`src/sv/free_extent_allocator_core_defines.svh`:
```
// assertion macros for the free extent allocator
`ifndef FREE_EXTENT_ALLOCATOR_CORE_DEFINES_SVH
`define FREE_EXTENT_ALLOCATOR_CORE_DEFINES_SVH

// property that must hold at every clock edge outside reset
`define FEA_ASSERT(label, clk, rst_n, prop, msg) \
  label: assert property (@(posedge clk) disable iff (!rst_n) (prop)) else $error(msg);

// implication whose consequent is checked in the cycle after the antecedent
`define FEA_ASSERT_NEXT(label, clk, rst_n, ante, cons, msg) \
  label: assert property (@(posedge clk) disable iff (!rst_n) (ante) |=> (cons)) \
    else $error(msg);

`endif

```
`src/sv/fea_pkg.sv`:
```
// ----------------------------------------------------------------------------
// fea_pkg
// types and constants of the free extent allocator
// ----------------------------------------------------------------------------
package fea_pkg;
  localparam int MaxGaps     = 256;
  localparam int ClusterBits = 40;
  localparam int IdxBits     = $clog2(MaxGaps);
  localparam int CntBits     = IdxBits + 1;
  localparam int SlackBits   = 16;
  localparam int PaddrBits   = 3;

  typedef logic [ClusterBits-1:0] cluster_t;
  typedef logic [IdxBits-1:0]     idx_t;
  typedef logic [CntBits-1:0]     cnt_t;

  localparam logic [1:0] ReqFind   = 2'd0;
  localparam logic [1:0] ReqAlloc  = 2'd1;
  localparam logic [1:0] ReqFree   = 2'd2;
  localparam logic [1:0] ReqUnused = 2'd3;

  localparam logic [1:0] StOk      = 2'd0;
  localparam logic [1:0] StNoGap   = 2'd1;
  localparam logic [1:0] StOverrun = 2'd2;
  localparam logic [1:0] StFull    = 2'd3;

  localparam logic [PaddrBits-1:0] AddrMinSlack = '0;
  localparam logic [SlackBits-1:0] MinSlackReset = 16'd512;

  typedef struct packed {
    logic [1:0] req_type;
    cluster_t   extent_start;
    cluster_t   extent_length;
    logic       exclude_valid;
    cluster_t   exclude_start;
    logic       behind_only;
  } req_t;

  typedef struct packed {
    logic [1:0] status;
    cluster_t   gap_start;
    cluster_t   gap_length;
  } rsp_t;
endpackage

```
`src/sv/fea_cfg.sv`:
```
// ----------------------------------------------------------------------------
// fea_cfg
// apb register for min_slack
// ----------------------------------------------------------------------------
module fea_cfg (
  input  logic                           clk_i,
  input  logic                           rst_ni,
  input  logic                           psel,
  input  logic                           penable,
  input  logic                           pwrite,
  input  logic [fea_pkg::PaddrBits-1:0]  paddr,
  input  logic [31:0]                    pwdata,
  output logic [31:0]                    prdata,
  output logic                           pready,
  output logic [15:0]                    min_slack_o
);
  import fea_pkg::*;
  logic [SlackBits-1:0] slack_q;

  always_ff @(posedge clk_i or negedge rst_ni) begin
    if (!rst_ni) begin
      slack_q <= MinSlackReset;
    end else if (psel && penable && pwrite && paddr == AddrMinSlack) begin
      slack_q <= pwdata[SlackBits-1:0];
    end
  end

  assign pready = 1'b1;
  assign prdata = (paddr == AddrMinSlack) ? {16'b0, slack_q} : '0;
  assign min_slack_o = slack_q;
endmodule

```
`config.mk`:
```
export PLATFORM = sky130hd
export DESIGN_NAME = fea_cfg
export DESIGN_NICKNAME = d
export VERILOG_FILES = /design/src/sv/free_extent_allocator_core_defines.svh /design/src/sv/fea_pkg.sv /design/src/sv/fea_cfg.sv
export SDC_FILE = /design/constraint.sdc
export NUM_CORES = 1
export LEC_CHECK = 0
export CAP_MARGIN = 40
export CELL_PAD_IN_SITES_DETAIL_PLACEMENT = 0
export CELL_PAD_IN_SITES_GLOBAL_PLACEMENT = 1
export CORE_UTILIZATION = 33
export CTS_BUF_LIST = sky130_fd_sc_hd__clkbuf_4
export DETAILED_ROUTE_END_ITERATION = 10
export DONT_BUFFER_PORTS = 1
export HOLD_SLACK_MARGIN = 0.03
export PLACE_DENSITY_LB_ADDON = 0.1
export SKIP_CTS_REPAIR_TIMING = 1
export SYNTH_ARGS = -nofsm -noshare
export SYNTH_HDL_FRONTEND = slang
export SYNTH_SLANG_ARGS = --single-unit
```
`constraint.sdc`:
```
create_clock -name clk_i -period 1.2 [get_ports clk_i]
set_clock_uncertainty 0.1 [all_clocks]
set_input_delay 0.06 -clock clk_i [delete_from_list [all_inputs] [get_ports clk_i]]
set_output_delay 0.06 -clock clk_i [all_outputs]
set_load 0.005 [all_outputs]
```
Yosys cells after proc, flatten, opt, wreduce, memory -nomap -nowiden
Cells that the tools add are included.
{"block": "totals", "output_inout_bits": 49, "input_bits": 40, "wordCells": 6, "reg_bits": 16}
{"block": "op_classes", "reduce_logical": 4, "n_mux": 1}
{"operator": "16-bit two-way mux", "n": 1}
{"operator": "1-bit logical AND", "n": 3}
{"operator": "3-bit logical NOT", "n": 1}

Logic depth before layout (Yosys ltp)
Gate-level depths: netlist (run 1).
{"block": "logic_depth", "ltp_word": 3, "mapped_depth": 5, "mapped_depth_nobuf": 3}

Least setup slack after synthesis (run 1)
Ideal clock, no wire load.
{"block": "synth_path", "path_type": "in2reg", "from": "in paddr[1] in the netlist's numbering", "to": "reg slack_q[0] (netlist: min_slack_o[0])", "slack_ns": -0.099, "n_path_buf": 2, "stages": 5, "setup_ns": 0.127, "arrival_time_ns": 1.071, "t_required_ns": 0.973, "cell_sequence": "nor3_4 -> and4_1 -> buf_4 -> buf_8 -> mux2_1"}
{"block": "synth_between", "elab_chain_cells": 2}
{"element": "start: declaration", "line": "fea_cfg.sv:11", "rtl": "input logic [fea_pkg::PaddrBits-1:0] paddr,"}
{"element": "3-bit logical NOT", "line": "fea_cfg.sv:23", "rtl": "end else if (psel && penable && pwrite && paddr == AddrMinSlack) begin"}
{"element": "1-bit logical AND", "line": "fea_cfg.sv:23"}
{"element": "end signal: assignment", "line": "fea_cfg.sv:22", "rtl": "slack_q <= MinSlackReset;"}
{"element": "end signal: assignment", "line": "fea_cfg.sv:24", "rtl": "slack_q <= pwdata[SlackBits-1:0];"}
{"element": "end: declaration", "line": "fea_cfg.sv:18", "rtl": "logic [SlackBits-1:0] slack_q;"}
No other way between the ends.
A chain may end at the register's enable or synchronous reset.

Worst setup path in the final report (run 1)
{"block": "layout_path", "from": "reg slack_q[9] (netlist: min_slack_o[9])", "to": "out prdata[9]"}
{"block": "layout_between", "elab_chain_cells": 1}
{"element": "16-bit two-way mux", "line": "fea_cfg.sv:29", "rtl": "assign prdata = (paddr == AddrMinSlack) ? {16'b0, slack_q} : '0;"}
{"element": "end: declaration", "line": "fea_cfg.sv:13", "rtl": "output logic [31:0] prdata,"}
No other way between the ends.

==> impl_metrics.json, run 1 <==
{
  "largest_reg_flops": 16,
  "firstDrtPassIters": 2,
  "numCtsBuffers": 3,
  "vias": 530,
  "fp.dieH_um": 53.3,
  "clock-root-buffer": "clkbuf_4",
  "grt_first_pass_wirelength_um": 1860,
  "clockBufferDepth": 2,
  "fin_crit_sh_pct": 94.3,
  "wl_per_cell_um": 12.0,
  "setup_tns_ns": 0,
  "grt_use_total_pct": 9.63,
  "dp.final_hpwl_um": 1070,
  "fp.dieW_um": 53.3,
  "final_cell_mix": "17 x conb_1, 17 x dlygate4sd3_1, 16 x and2_1, 15 x dfrtp_1, 12 x mux2_1",
  "status": "finished, final reports clean",
  "grt_start_max_net_pins": 17,
  "cts_tree": "done",
  "vias_per_cell": 4.38,
  "start_util_pct": 35.1,
  "grt_setup_unrepaired": "false",
  "hold_class": "input port to asynchronous set/reset pin",
  "syn_avg_cell_area_um2": 12.1,
  "nNetsFinal": 132,
  "grt_pass1_vias": 385,
  "io_buffers": 0,
  "io_pins": 89,
  "slowest_delay_ns": 0.56,
  "dr.first_iter.drc_count": 1,
  "cts_max_level": 1,
  "synth_cell_types": 11,
  "crit_family": "flip-flops",
  "area_growth_pct": 19.7,
  "clk_latency_ns": 0.27,
  "antenna_found_initial": 0,
  "worstSetupEndpointType": "output port",
  "routed_wl_um": 1450,
  "postRouteAntennaNets": 0,
  "drc": 0,
  "ff_latch_area_um2": 402,
  "vdd_drop_max_uv": 918,
  "dieArea_um2": 2840,
  "drv_slew": 0,
  "worst-path-buf-inv": 0,
  "hold_ws_ns": 0.165,
  "start_kind": "register",
  "use_met3_pct": 6.03,
  "antenna_cells": 0,
  "met1_usage_pct": 11.1,
  "multi_input_area_um2": 369,
  "drive_gt1_share_pct": 13.2,
  "grt.busiest_layer": "met2",
  "fillers": 267,
  "fp-row-count": 18,
  "critical_path_required_ns": 1.04,
  "crit_slowest_cell": "dfstp_2",
  "drv_cap": 0,
  "yosysWarnings": 0,
  "worstPathArrival_ns": 0.97,
  "clk_pin_slew_ns": 0.09,
  "setup_viol": 0,
  "leakage_nw": 0.496,
  "grtUsageMet2_pct": 15.2,
  "hold_viol_final": 0,
  "crit_chain": "and2_1",
  "globalplace.congestion": 0.530,
  "seq_area_frac_synth_pct": 46.3,
  "relSlewSlack_pct": 52.5,
  "grt-ovfl-total": 0,
  "path_class": "register to output port",
  "tightest_slew_ns": 0.710,
  "postSynthCellCount": 72,
  "synth_seq_cells": 16,
  "max_freq_mhz": 883,
  "syn_area_um2": 868,
  "fp.coreArea_um2": 2480,
  "fin_crit_ns": 1.13,
  "p_per_area_nw_per_um2": 1150,
  "cp_max_fo": 3,
  "cts.sinks": 16
}
[power by group]
group	leakage [nW]	switching (W)	internal (W)	total, W
combinational	0.279	0.0000667	0.000110	0.000177
sequential	0.202	0.0000891	0.000649	0.000738
clock	0.0154	0.000160	0.000120	0.000280
[layer usage]
layer / vias up / wire length, um
li1: 239 / -
met1: 254 / 611
met2: 37 / 726
met3: 0 / 114
met4: 0 / 0
met5: - / 0
[Yosys cell counts, drive strengths merged]
cell | number | share of area (%)
buf | 19 | 17
and2 | 16 | 12
mux2 | 16 | 21
dfrtp | 15 | 43
conb | 2 | 0.86
and4 | 1 | 1.0
clkbuf | 1 | 0.43
dfstp | 1 | 3.0
nor3 | 1 | 1.9
[cell type report]
type,count,share of cell area (%)
Clock inverter,1,0.361
Tap cell,30,3.61
Sequential cell,16,38.6
Timing Repair Buffer,20,19.7
Clock buffer,3,2.17
Multi-Input combinational cell,51,35.5
[per-stage QoR]
stage	utilization [%]	worst slack, ns	total power [W]	instances	instance area, um^2
floorplan	-	-0.0836	0.000881	87	928
global placement	34.0	-0.0157	0.000873	100	843
detailed placement	34.0	-0.0307	0.000880	100	843
CTS	35.1	0.0428	0.00118	104	870
global route	42.0	0.00985	0.00128	121	1040
finish	42.0	0.0680	0.00120	121	1040
[worst paths after layout]
kind,start,to,slack (ns),cells past startpoint
worst min register to register,min_slack_o[8],min_slack_o[8],0.44,1
max in group asynchronous,rst_ni,min_slack_o[11],0.38,1
min in group clk_i,psel,min_slack_o[3],0.24,3
worst max register to register,min_slack_o[6],min_slack_o[6],0.29,1
worst min-delay path,rst_ni,min_slack_o[7],0.17,1
worst max-delay path,min_slack_o[9],prdata[9],0.07,1
[kinds of logic after synthesis]
logic type | count (synthesis) | synth area share (%)
buf+inv | 20 | 17.7
flops | 16 | 46.3
mux | 16 | 20.7
other cells | 2 | 0.865
simple gates | 18 | 14.4
(Power assumes the default switching activity.)
==> run 2, diff against run 1 <==
--- a/config.mk
+++ b/config.mk
@@ -18,3 +18,4 @@
 export SYNTH_ARGS = -nofsm -noshare
 export SYNTH_HDL_FRONTEND = slang
 export SYNTH_SLANG_ARGS = --single-unit
+export TNS_END_PERCENT = 100
==> constraint.sdc (replaced) <==
create_clock -name clk_i -period 1.2 [get_ports clk_i]
set_clock_uncertainty 0.1 [all_clocks]
set_input_delay 0.06 -clock clk_i [delete_from_list [all_inputs] [get_ports clk_i]]
set_output_delay 0.06 -clock clk_i [all_outputs]
set_load 0.05 [all_outputs]
==> run 2 against run 1 <==
The flow now finishes with violations (setup timing). Sequential power down 2.8%. Critical path depth unchanged. Global-route usage up 0.81 points. Non-clock buffer count up 15. Critical endpoint unchanged.
==> impl_metrics.json, run 2 (synthesis gave the netlist of run 1 again) <==
{
  "status": "finished with violations",
  "violations": "setup timing",
  "p_per_area_nw_per_um2": 1620,
  "crit_chain": "and2_4",
  "firstDrtPassIters": 1,
  "cts_tree": "done",
  "vias_per_cell": 4.29,
  "clk_latency_ns": 0.27,
  "fp.coreArea_um2": 2480,
  "antenna_found_initial": 0,
  "grt_use_total_pct": 10.4,
  "reg2reg_depth": 1,
  "grt_first_pass_wirelength_um": 2000,
  "clockBufferDepth": 2,
  "io_buffers": 0,
  "vdd_drop_max_uv": 1170,
  "setup_viol": 1,
  "slowest_delay_ns": 0.55,
  "area_growth_pct": 35.2,
  "intPower_w": 0.00102,
  "cts.sinks": 16,
  "crit_family": "flip-flops",
  "cp_max_fo": 3,
  "dr.first_iter.drc_count": 0,
  "tightest_slew_ns": 0.702,
  "dp.final_hpwl_um": 1110,
  "hold_ws_ns": 0.158,
  "fp.dieW_um": 53.3,
  "numCtsBuffers": 3,
  "dieArea_um2": 2840,
  "postRouteAntennaNets": 0,
  "critical_path_required_ns": 1.04,
  "fin_crit_ns": 1.22,
  "pwr-share-clk_pct": 14.7,
  "drv_cap": 0,
  "p_seq_share_pct": 37.7,
  "vias": 584,
  "clock-root-buffer": "clkbuf_4",
  "fp-row-count": 18,
  "start_kind": "register",
  "drive_gt1_share_pct": 40.6,
  "grt_pass1_vias": 418,
  "largest_reg_flops": 16,
  "crit_slowest_cell": "dfstp_2",
  "relSlewSlack_pct": 53.1,
  "p_total_w": 0.00190,
  "fillers": 228,
  "p_sw_w": 0.000884,
  "path_class": "register to output port",
  "fin_crit_sh_pct": 102,
  "leakage_nw": 0.586,
  "drv_slew": 0,
  "cts_max_level": 1,
  "worstSetupEndpointType": "output port",
  "timing.final.ws_setup_ns": -0.0232,
  "final_cell_mix": "17 x conb_1, 17 x dlygate4sd3_1, 17 x buf_4, 15 x and2_2, 15 x dfrtp_1",
  "worstPathArrival_ns": 1.06,
  "io_pins": 89,
  "crit_cells": 1,
  "grt-ovfl-total": 0,
  "nNetsFinal": 147,
  "hold_class": "input port to asynchronous set/reset pin",
  "clk_pin_slew_ns": 0.10,
  "routed_wl_um": 1640,
  "globalplace.congestion": 0.589,
  "wl_per_cell_um": 12.1,
  "start_util_pct": 35.1,
  "switching_share_pct": 46.5,
  "worst-path-buf-inv": 0,
  "hold_viol_final": 0,
  "grt_start_max_net_pins": 17,
  "antenna_cells": 0,
  "grt_setup_unrepaired": "true",
  "comb_power_share_pct": 47.6,
  "fp.dieH_um": 53.3,
  "max_freq_mhz": 818,
  "drc": 0
}
[run 2: final cells by class]
type                            instances  area, um^2  area share, %
Clock buffer                            3        22.5           1.92
Sequential cell                        16         402           34.2
Clock inverter                          1        3.75          0.320
Multi-Input combinational cell         51         390           33.3
Tap cell                               30        37.5           3.20
Timing Repair Buffer                   35         318           27.1
[run 2: path summary, 6_finish.rpt]
check / slack [ns] / from / end
worst max-delay path: -0.02 / min_slack_o[9] / prdata[9]
worst min-delay path: 0.16 / rst_ni / min_slack_o[3]
worst max register to register: 0.30 / min_slack_o[0] / min_slack_o[0]
worst min register to register: 0.41 / min_slack_o[7] / min_slack_o[7]
max in group asynchronous: 0.39 / rst_ni / min_slack_o[12]
min in group clk_i: 0.23 / psel / min_slack_o[1]
[run 2: layer usage]
layer	global-route usage (%)	routed length, um	part of all wire (%)
met5	0	0	0
met4	2.63	9	0.55
met1	12.5	646	39
met3	6.32	152	9.3
met2	15.6	830	51
[run 2: through the flow]
stage	worst slack (ns)	utilization, %	instances	setup TNS [ns]	area (um^2)
floorplan	-0.0825	-	87	-0.785	948
global placement	-0.0508	39.4	115	-0.581	976
detailed placement	-0.0642	39.4	115	-0.786	976
CTS	-0.104	40.5	119	-0.104	1000
global route	-0.0636	47.4	136	-0.0903	1170
finish	-0.0232	47.4	136	-0.0232	1170
[run 2: power by group through the flow]
stage	sequential, W	clock, W	combinational (W)
after detailed placement	0.000726	0	0.000855
after global routing	0.000734	0.000325	0.000946
after CTS	0.000716	0.000304	0.000855
final	0.000717	0.000280	0.000905
after global placement	0.000721	0	0.000853
after floorplan	0.00109	0	0.000330
==> run 3, diff against run 2 <==
--- a/config.mk
+++ b/config.mk
@@ -14,6 +14,7 @@
 export DONT_BUFFER_PORTS = 1
 export HOLD_SLACK_MARGIN = 0.03
 export PLACE_DENSITY_LB_ADDON = 0.1
+export SETUP_SLACK_MARGIN = 0.4
 export SKIP_CTS_REPAIR_TIMING = 1
 export SYNTH_ARGS = -nofsm -noshare
 export SYNTH_HDL_FRONTEND = slang
==> run 3 against run 2 <==
The run still ends with setup timing left. Worst setup slack better by 0.0069 ns. Utilization is 7.8 points higher. Clock power is 15% higher. Sequential share of layout area is 4.3 points lower. Register-to-register slack worse by 0.11 ns. Largest cell class is now multi-input gates. Critical path type unchanged. Clock-buffer cell count is 1 higher. Via count is 2.9% higher. Design area is 17% higher. Worst hold slack better by 0.010 ns. Global-route usage is 0.10 points higher. Final cell count is 1.5% higher. Largest power group unchanged.
==> impl_metrics.json, run 3 (synthesis gave the netlist of run 1 again) <==
{
  "fp-row-count": 18,
  "fp.dieW_um": 53.3,
  "tightest_slew_ns": 0.723,
  "clock-root-buffer": "clkbuf_4",
  "fp.coreArea_um2": 2480,
  "critical_path_required_ns": 1.04,
  "grt_setup_unrepaired": "true",
  "vdd_drop_max_uv": 1130,
  "drive_gt1_share_pct": 59.3,
  "dp.final_hpwl_um": 1130,
  "hold_viol_final": 0,
  "max_freq_mhz": 822,
  "postRouteAntennaNets": 0,
  "largest_reg_flops": 16,
  "hold_class": "input port to asynchronous set/reset pin",
  "crit_slowest_cell": "dfstp_2",
  "cts_max_level": 1,
  "globalplace.congestion": 0.629,
  "dr.first_iter.drc_count": 3,
  "final_util_pct": 55.2,
  "fp.dieH_um": 53.3,
  "wl_per_cell_um": 13.3,
  "relSlewSlack_pct": 51.7,
  "clk_latency_ns": 0.28,
  "nNetsFinal": 149,
  "grt-ovfl-total": 0,
  "cts.sinks": 16,
  "timing.final.ws_setup_ns": -0.0163,
  "fillers": 216,
  "fin_crit_sh_pct": 101,
  "antenna_found_initial": 0,
  "path_class": "register to output port",
  "pwr-share-clk_pct": 14.6,
  "p_seq_share_pct": 35.0,
  "worst-path-buf-inv": 0,
  "drc": 0,
  "leakage_nw": 0.652,
  "pre_cts_ws_ns": -0.0402,
  "final_cell_mix": "17 x conb_1, 17 x dlygate4sd3_1, 16 x and2_4, 15 x mux2_4, 10 x buf_6",
  "cp_max_fo": 3,
  "crit_family": "flip-flops",
  "antenna_cells": 0,
  "ff_latch_area_um2": 409,
  "cts_tree": "done",
  "area_growth_pct": 57.5,
  "io_pins": 89,
  "slowest_delay_ns": 0.55,
  "grt_use_total_pct": 10.5,
  "grt.busiest_layer": "met2",
  "switching_share_pct": 43.3,
  "p_sw_w": 0.000948,
  "grt_start_max_net_pins": 17,
  "vias_per_cell": 4.36,
  "drv_slew": 0,
  "status": "finished with violations",
  "worstPathArrival_ns": 1.06,
  "violations": "setup timing",
  "start_kind": "register",
  "met1_usage_pct": 14.2,
  "grt_first_pass_wirelength_um": 2040,
  "numCtsBuffers": 3,
  "worstSetupEndpointType": "output port",
  "p_total_w": 0.00219,
  "crit_chain": "and2_4",
  "firstDrtPassIters": 2,
  "fin_crit_ns": 1.22,
  "use_met3_pct": 3.16,
  "clk_pin_slew_ns": 0.10,
  "vias": 601,
  "clockBufferDepth": 2,
  "setup_tns_ns": -0.0163,
  "comb_power_share_pct": 50.3,
  "start_util_pct": 35.1,
  "drv_cap": 0,
  "grtUsageMet2_pct": 14.4,
  "routed_wl_um": 1840,
  "p_per_area_nw_per_um2": 1600,
  "io_buffers": 0,
  "multi_input_area_um2": 468,
  "dieArea_um2": 2840,
  "intPower_w": 0.00124,
  "grt_pass1_vias": 446,
  "setup_viol": 1
}
## run 3: cell count changes in the layout (fill, tap and decap cells not counted), moves of 10 or more
| cell | change |
|---|---|
| mux2_1 | -11 |
| and2_4 | +15 |
| and2_2 | -15 |
| buf_6 | +10 |
| buf_4 | -15 |
| mux2_4 | +15 |
## run 3: path summary, 6_finish.rpt
check                           startpoint               to  slack, ns  cells after the start
min in group clk_i                    psel   min_slack_o[3]       0.18                      3
max in group asynchronous           rst_ni  min_slack_o[10]       0.33                      1
min                                 rst_ni   min_slack_o[4]       0.17                      1
max reg2reg                 min_slack_o[2]   min_slack_o[2]       0.19                      2
max                         min_slack_o[9]        prdata[9]      -0.02                      1
min reg2reg                min_slack_o[10]  min_slack_o[10]       0.46                      1
## run 3: cell type report
class / instances / share of cell area, %
Clock buffer: 4 / 2.20
Timing Repair Buffer: 37 / 30.9
Multi-Input combinational cell: 51 / 34.2
Sequential cell: 16 / 29.9
Tap cell: 30 / 2.74
## run 3: power groups by stage
stage | sequential (W) | combinational (W) | clock [W]
5_1_grt | 0.000782 | 0.00115 | 0.000360
3_5_place_dp | 0.000736 | 0.000859 | 0
3_3_place_gp | 0.000731 | 0.000856 | 0
4_1_cts | 0.000727 | 0.000859 | 0.000347
2_1_floorplan | 0.00111 | 0.000333 | 0
6_report | 0.000768 | 0.00110 | 0.000321
## run 3: worst reg2reg max path, cell delays in order (launching register included)
cell	delay, ns
dfrtp_1	0.42
buf_6	0.12
mux2_4	0.25
## run 3: per-stage QoR
stage          instance area, um^2  hold slack [ns]  cells
4_1_cts                       1010           -0.664    120
5_1_grt                       1370            0.169    138
3_3_place_gp                   985           -0.335    116
6_report                      1370            0.168    138
2_1_floorplan                  962           -0.336     87
3_5_place_dp                   985           -0.335    116
## run 3: routing by layer
layer,share of wire [%],vias to the layer above
met5,0,-
met4,0.65,0
met3,7.9,2
met2,49,41
met1,42,287
li1,-,271
